<file path="src/rtl/core/fpsq_pkg.sv">
// ----------------------------------------------------------------------------
// fpsq_pkg
// Shared types and constants for the Q16.16 square root block: operand and
// result widths, start bits of the two digit passes, controller states and
// the command and status groups between controller and datapath.
// ----------------------------------------------------------------------------
package fpsq_pkg;

  // Payload widths
  localparam int unsigned ValueWidth = 32;
  localparam int unsigned RootWidth  = 25;

  // Fixed-point format
  localparam int unsigned FracBits = 16;

  // Working register constants
  localparam logic [ValueWidth-1:0] HighPartMask  = 32'hFFF0_0000;
  localparam logic [ValueWidth-1:0] StartBitLarge = ValueWidth'(1) << 30;
  localparam logic [ValueWidth-1:0] StartBitSmall = ValueWidth'(1) << 18;
  localparam logic [ValueWidth-1:0] FracMask      = (ValueWidth'(1) << FracBits) - 1;
  localparam logic [ValueWidth-1:0] FracHalf      = ValueWidth'(1) << (FracBits - 1);
  localparam logic [ValueWidth-1:0] FracStartBit  = ValueWidth'(1) << (FracBits - 2);

  // Controller states
  typedef enum logic [2:0] {
    ST_IDLE,
    ST_PASS1,
    ST_FIX,
    ST_PASS2,
    ST_ROUND,
    ST_OUT
  } state_e;

  // Commands from controller to datapath
  typedef struct packed {
    logic load;     // take a new operand
    logic step;     // one restoring digit step
    logic fix;      // half-step correction between passes
    logic round;    // final round-up of the last bit
    logic capture;  // write the signed result to the output register
  } cmd_t;

  // Status from datapath to controller
  typedef struct packed {
    logic last_step;  // current trial bit is the lowest one
  } status_t;

endpackage

</file>
<file path="src/rtl/core/fpsq_datapath.sv">
// ----------------------------------------------------------------------------
// fpsq_datapath
// Remainder, partial root and trial bit registers of the restoring square
// root, the correction and rounding steps and the signed output register.
// ----------------------------------------------------------------------------
module fpsq_datapath (
  input  logic                                   clk_i,
  input  logic [fpsq_pkg::ValueWidth-1:0]        value_i,
  input  fpsq_pkg::cmd_t                         cmd_i,
  output fpsq_pkg::status_t                      status_o,
  output logic signed [fpsq_pkg::RootWidth-1:0]  root_o
);

  localparam int unsigned W = fpsq_pkg::ValueWidth;

  logic [W-1:0] rem_q, rem_d;
  logic [W-1:0] acc_q, acc_d;
  logic [W-1:0] bit_q, bit_d;
  logic         neg_q, neg_d;
  logic signed [fpsq_pkg::RootWidth-1:0] root_q, root_d;

  logic [W-1:0] mag;
  logic [W-1:0] trial;
  logic [W-1:0] rem_diff;
  logic [W-1:0] acc_neg;

  // Operand magnitude; the most negative value wraps to 2^31
  assign mag      = value_i[W-1] ? (~value_i + W'(1)) : value_i;
  assign trial    = acc_q + bit_q;
  assign rem_diff = rem_q - acc_q;
  assign acc_neg  = ~acc_q + W'(1);

  // Next values of the working registers
  always_comb begin
    rem_d  = rem_q;
    acc_d  = acc_q;
    bit_d  = bit_q;
    neg_d  = neg_q;
    root_d = root_q;
    if (cmd_i.load) begin
      rem_d = mag;
      acc_d = '0;
      neg_d = value_i[W-1];
      // Starting above the top set pair only adds steps that keep acc at zero
      bit_d = ((mag & fpsq_pkg::HighPartMask) != '0) ? fpsq_pkg::StartBitLarge
                                                     : fpsq_pkg::StartBitSmall;
    end else if (cmd_i.step) begin
      if (rem_q >= trial) begin
        rem_d = rem_q - trial;
        acc_d = (acc_q >> 1) + bit_q;
      end else begin
        acc_d = acc_q >> 1;
      end
      bit_d = bit_q >> 2;
    end else if (cmd_i.fix) begin
      if (rem_q > fpsq_pkg::FracMask) begin
        rem_d = (rem_diff << fpsq_pkg::FracBits) - fpsq_pkg::FracHalf;
        acc_d = (acc_q << fpsq_pkg::FracBits) + fpsq_pkg::FracHalf;
      end else begin
        rem_d = rem_q << fpsq_pkg::FracBits;
        acc_d = acc_q << fpsq_pkg::FracBits;
      end
      bit_d = fpsq_pkg::FracStartBit;
    end else if (cmd_i.round) begin
      acc_d = acc_q + W'(rem_q > acc_q);
    end
    if (cmd_i.capture) begin
      root_d = neg_q ? acc_neg[fpsq_pkg::RootWidth-1:0]
                     : acc_q[fpsq_pkg::RootWidth-1:0];
    end
  end

  // Payload registers, no reset needed
  always_ff @(posedge clk_i) begin
    rem_q  <= rem_d;
    acc_q  <= acc_d;
    bit_q  <= bit_d;
    neg_q  <= neg_d;
    root_q <= root_d;
  end

  assign status_o.last_step = bit_q[0];
  assign root_o             = root_q;

endmodule

</file>
<file path="src/rtl/core/fpsq_ctrl.sv">
// ----------------------------------------------------------------------------
// fpsq_ctrl
// Sequencer for the square root: walks integer pass, correction, fraction
// pass and rounding, and owns both handshakes and the output valid flag.
// ----------------------------------------------------------------------------
module fpsq_ctrl (
  input  logic                clk_i,
  input  logic                rst_ni,
  input  logic                in_valid_i,
  output logic                in_ready_o,
  output logic                out_valid_o,
  input  logic                out_ready_i,
  input  fpsq_pkg::status_t   status_i,
  output fpsq_pkg::cmd_t      cmd_o,
  output fpsq_pkg::state_e    state_o
);

  fpsq_pkg::state_e state_q, state_d;
  logic             out_valid_q, out_valid_d;
  logic             out_free;

  // Output register can take a result this cycle
  assign out_free = !out_valid_q || out_ready_i;

  // Next state
  always_comb begin
    state_d = state_q;
    unique case (state_q)
      fpsq_pkg::ST_IDLE:  if (in_valid_i) state_d = fpsq_pkg::ST_PASS1;
      fpsq_pkg::ST_PASS1: if (status_i.last_step) state_d = fpsq_pkg::ST_FIX;
      fpsq_pkg::ST_FIX:   state_d = fpsq_pkg::ST_PASS2;
      fpsq_pkg::ST_PASS2: if (status_i.last_step) state_d = fpsq_pkg::ST_ROUND;
      fpsq_pkg::ST_ROUND: state_d = fpsq_pkg::ST_OUT;
      fpsq_pkg::ST_OUT:   if (out_free) state_d = fpsq_pkg::ST_IDLE;
      default:            state_d = fpsq_pkg::ST_IDLE;
    endcase
  end

  // Commands and handshake outputs
  always_comb begin
    cmd_o      = '0;
    in_ready_o = 1'b0;
    unique case (state_q)
      fpsq_pkg::ST_IDLE: begin
        in_ready_o = 1'b1;
        cmd_o.load = in_valid_i;
      end
      fpsq_pkg::ST_PASS1: cmd_o.step  = 1'b1;
      fpsq_pkg::ST_FIX:   cmd_o.fix   = 1'b1;
      fpsq_pkg::ST_PASS2: cmd_o.step  = 1'b1;
      fpsq_pkg::ST_ROUND: cmd_o.round = 1'b1;
      fpsq_pkg::ST_OUT:   cmd_o.capture = out_free;
      default: ;
    endcase
  end

  // Output valid flag
  always_comb begin
    out_valid_d = out_valid_q;
    if (cmd_o.capture) begin
      out_valid_d = 1'b1;
    end else if (out_ready_i) begin
      out_valid_d = 1'b0;
    end
  end

  always_ff @(posedge clk_i or negedge rst_ni) begin
    if (!rst_ni) begin
      state_q     <= fpsq_pkg::ST_IDLE;
      out_valid_q <= 1'b0;
    end else begin
      state_q     <= state_d;
      out_valid_q <= out_valid_d;
    end
  end

  assign out_valid_o = out_valid_q;
  assign state_o     = state_q;

endmodule

</file>
<file path="src/rtl/core/fixed_point_square_root.sv">
// ----------------------------------------------------------------------------
// fixed_point_square_root
// Signed Q16.16 square root, digit by digit, one result bit per cycle.
//
// Input channel: value_i with in_valid_i / in_ready_o; a beat is taken while
// the block is idle. Output channel: root_o with out_valid_o / out_ready_i,
// held in an output register.
// Operands below 2^20 in magnitude start the integer pass at a lower trial
// bit. Restoring recurrence: one shared subtract/compare step per result
// bit, 10 or 16 integer steps, one correction, 8 fraction steps, one
// rounding step and the capture into the output register.
// One operand is in flight at a time; a new beat is taken as soon as the
// result sits in the output register, even while the receiver stalls.
// A stalled receiver holds the result; a finished root waits in its last
// state until the output register frees up.
// Negative operands give the negated root of the magnitude.
// Reset clears the sequencer and the output valid flag.
// ----------------------------------------------------------------------------
module fixed_point_square_root (
  input  logic                                   clk_i,
  input  logic                                   rst_ni,
  input  logic                                   in_valid_i,
  output logic                                   in_ready_o,
  input  logic signed [fpsq_pkg::ValueWidth-1:0] value_i,
  output logic                                   out_valid_o,
  input  logic                                   out_ready_i,
  output logic signed [fpsq_pkg::RootWidth-1:0]  root_o
);

  fpsq_pkg::cmd_t    cmd;
  fpsq_pkg::status_t status;
  fpsq_pkg::state_e  state;

  fpsq_ctrl u_ctrl (
    .clk_i       (clk_i),
    .rst_ni      (rst_ni),
    .in_valid_i  (in_valid_i),
    .in_ready_o  (in_ready_o),
    .out_valid_o (out_valid_o),
    .out_ready_i (out_ready_i),
    .status_i    (status),
    .cmd_o       (cmd),
    .state_o     (state)
  );

  fpsq_datapath u_datapath (
    .clk_i    (clk_i),
    .value_i  (value_i),
    .cmd_i    (cmd),
    .status_o (status),
    .root_o   (root_o)
  );

`ifndef ASSERT_OFF
  // Accepted beat makes the block busy
  a_busy_after_accept: assert property (@(posedge clk_i) disable iff (!rst_ni)
    in_valid_i && in_ready_o |=> !in_ready_o)
    else $error("input ready while an operand is in flight");

  // Fraction pass is only entered through the correction step
  a_fix_before_pass2: assert property (@(posedge clk_i) disable iff (!rst_ni)
    (state == fpsq_pkg::ST_PASS2) && ($past(state) != fpsq_pkg::ST_PASS2)
    |-> $past(state) == fpsq_pkg::ST_FIX)
    else $error("fraction pass entered without correction");

  // A new result only appears from the capture state
  a_valid_from_capture: assert property (@(posedge clk_i) disable iff (!rst_ni)
    $rose(out_valid_o) |-> $past(state) == fpsq_pkg::ST_OUT)
    else $error("output valid raised outside capture");

  // Root stays within the range of the square root of 2^15
  a_root_range: assert property (@(posedge clk_i) disable iff (!rst_ni)
    out_valid_o |-> (root_o <= 25'sd11863284) && (root_o >= -25'sd11863284))
    else $error("root out of range");
`endif

endmodule

</file>
<file path="config.mk">
export PLATFORM = sky130hd
export DESIGN_NAME = fixed_point_square_root
export DESIGN_NICKNAME = d
export VERILOG_FILES = /design/src/rtl/core/fpsq_pkg.sv /design/src/rtl/core/fpsq_datapath.sv /design/src/rtl/core/fpsq_ctrl.sv /design/src/rtl/core/fixed_point_square_root.sv
export SDC_FILE = /design/constraint.sdc
export NUM_CORES = 1
export LEC_CHECK = 0
export ABC_AREA = 1
export BUFFER_PORTS_ARGS = -buffer_cell sky130_fd_sc_hd__clkbuf_2
export CAP_MARGIN = 0
export CORE_MARGIN = 10
export CORE_UTILIZATION = 53
export CTS_CLUSTER_DIAMETER = 100
export DETAILED_ROUTE_END_ITERATION = 10
export PLACE_DENSITY = 0.72
export SLEW_MARGIN = 15
export SYNTH_ARGS = -nofsm -noshare
export SYNTH_HDL_FRONTEND = slang
export SYNTH_SLANG_ARGS = --single-unit
</file>
<file path="constraint.sdc">
create_clock -name clk_i -period 3.9 [get_ports clk_i]
set_clock_uncertainty 0.05 [all_clocks]
set_input_delay 0.78 -clock clk_i [delete_from_list [all_inputs] [get_ports clk_i]]
set_output_delay 0.78 -clock clk_i [all_outputs]
set_load 0.03 [all_outputs]
</file>
==> reports/metrics.cfg <==
[final_layout]
final_util_pct=67.0
multi_input_area_sq_um=10300
drive_above_1_share_pct=23.2
nets=2584
insertedDiodeCount=0
nFillCells=2347
layout-area-overhead-vs-synth_pct=24.9
ff_latch_area_sq_um=2970

[worst_setup_path]
cp_common_cell=nor2_1
worstPathArrival_ps=4350
cp_slowest_cell=edfxtp_1
r2r-start=u_datapath.bit_q[0]$_SDFFCE_PP0P_
path_class=reg -> reg
path_max_fanout=8
crit_path_start=u_datapath.bit_q[0]$_SDFFCE_PP0P_
crit_required_ps=4170
start_kind=flop
critPathCaptureType=flop
max_stage_delay_ps=450

[floorplan]
die_y_microns=182
initial_core_util_pct=53.7
num_rows=59
core_area_sq_um=25900
die_w_microns=182
die_area_sq_um=33100
io_pins=63

[sta]
max_freq_mhz=245
min_period_over_period_pct=105
tightest_slew_ps=889
slew_violations=0
fin_ws_ps=-183
setup-violations-final=55
final-hold-violation-count=0
layout_min_cycle_time_ps=4080
rsz0062_at_grt=true
maxSlewHeadroom_pct=40.1

[logic_synthesis]
yosysWarnings=0
netlist_area_sq_um=13900
synth_edf_count=74
synth-main-ff-cell=edfxtp_1
yosys.area.top_type_share_pct=16.0
async_reset_ff_share_pct=3.64
synthTopCellsByCount=nand2_1, inv_1, nor2_1, nand3_1, o21ai_0
synthCells=2198
ys_ff_latch=110
synth_cell_types=65
synth_nets=2339
yosysMostFrequentCell=nand2_1
synth_area_leader_cell=edfxtp_1
avgSynthCellArea_sq_um=6.33
seq_area_frac_synth_pct=21.3
synth_area_leaders=edfxtp_1, nand2_1, ha_1, inv_1, nand3_1

[route]
final_antenna_net_count=0
routed-via-count=16136
route.detailed.drc=0
drt-total-wl_mm=53.8
dr.pass1.iters=5
wl_per_cell_microns=19.3
viasPerCell=5.80
drt_iter0_drc=1521

[global_routing]
antenna_found_initial=0
grt_max_degree=49
grt_util_all_layers_pct=30.3
grt_pass1_wl_mm=80.6
grt_pass1_vias=15182
grt_overflow_total=0

[clock_network]
cts.sinks=110
htree_num_levels=3
clk_path_buf_depth=2
cts_tree=built
clock_latency_ps=380
root_buffer=clkbuf_16
numCtsBuffers=9
ctsHoldBuffers=0
cts.clk_slew.worst_paths_ps=100

[outcome]
status=finished with violations
violations=negative setup slack

[place]
place_congestion=0.981
io_buffers=62
hpwlAfterDp_mm=42.3

[run]
maxCapViolCount=0

[worst_hold_path]
hold_path_class=in -> async

[critical path, delay by kind of cell (launching register included)]
family | cells | cell delay, ps
compound gates | 7 | 940
buf+inv | 3 | 330
flops | 1 | 450
fa+ha+maj | 3 | 650
xor+xnor | 1 | 210
simple gates | 13 | 1350
[metrics by stage]
stage               instances  TNS [ps]  setup slack, ps  instance area, sq um  hold slack [ps]
finish                   2783     -5560             -183                 17400              133
global route             2783    -18310             -347                 17400              133
CTS                      2735         0            0.868                 16300              129
detailed placement       2717     -7580             -179                 15800              510
global placement         2717     -7770             -189                 15800              506
floorplan                2198     -3130            -97.8                 14000              426
[worst paths after layout]
kind                       slack, ps  cells past startpoint                                end
setup / recovery                -180                     27  u_datapath.acc_q[26]$_SDFFE_PP0P_
hold / removal                   130                      1     u_ctrl.out_valid_o$_DFFE_PN0P_
setup reg to reg                -180                     27  u_datapath.acc_q[26]$_SDFFE_PP0P_
hold reg to reg                  500                      0     u_datapath.root_o[0]$_DFFE_PP_
max in group asynchronous       3540                      1      u_ctrl.state_o[1]$_DFFE_PN0P_
min in group clk_i               500                      0     u_datapath.root_o[0]$_DFFE_PP_
[cell type report]
class,instances,area share [%]
Tap cell,335,2.41
Timing Repair Buffer,301,12.8
Clock buffer,9,1.30
Clock inverter,7,0.555
Sequential cell,110,17.1
Multi-Input combinational cell,1713,59.1
Inverter,308,6.69
[metal layers]
layer	wire length, microns	track usage (%)	share of wire [%]	vias up
met5	0	0	0	-
met4	2840	14.7	5.3	0
met3	4320	4.10	8.0	168
met2	24800	49.9	46	831
met1	21800	38.2	41	7332
li1	-	-	-	7805
[state kept, by name (all words and copies together) (netlist names)]
signal,count
u_datapath.rem_q,32
u_datapath.acc_q,32
u_ctrl.state_o,3
u_datapath.root_o,25
u_datapath.neg_q,1
u_ctrl.out_valid_o,1
u_datapath.bit_q,16
[cell families (layout without fill, tap and decap cells)]
group / count (synthesis) / after routing / synth area share (%)
mux: 2 / 2 / 0.144
flops: 110 / 110 / 21.3
buf+inv: 377 / 625 / 10.9
compound gates: 409 / 409 / 16.7
xor+xnor: 98 / 98 / 6.17
fa+ha+maj: 105 / 105 / 9.55
simple gates: 1097 / 1099 / 35.1
[placed cells by master, fill, tap and decap left out, types with 13 or more instances in the layout]
cell type / instances
nand2_1: 498
inv_1: 274
buf_4: 226
nor2_1: 211
nand3_1: 157
o21ai_0: 124
a21oi_1: 106
ha_1: 88
edfxtp_1: 74
xor2_1: 68
clkbuf_2: 62
nand2_2: 41
o21ai_1: 35
nand4_1: 34
nor3_1: 32
inv_2: 29
xnor2_1: 27
dfxtp_1: 26
nor2_2: 21
o21bai_1: 21
a21oi_2: 20
nand3_2: 18
o21ai_2: 16
nor2_4: 16
a31oi_1: 13
ha_4: 13
[what timing repair did]
| action | CTS | global route |
|---|---|---|
| gates resized for setup | 23 | 174 |
| setup buffers | 2 | 43 |
| endpoints found under the setup margin | 70 | 80 |
| pin swaps | 8 | 76 |
| cloned | 0 | 6 |
Power is left out: the tool's default activity adds up to more than one toggle a clock period on the data nets, which glitch-free logic cannot reach.
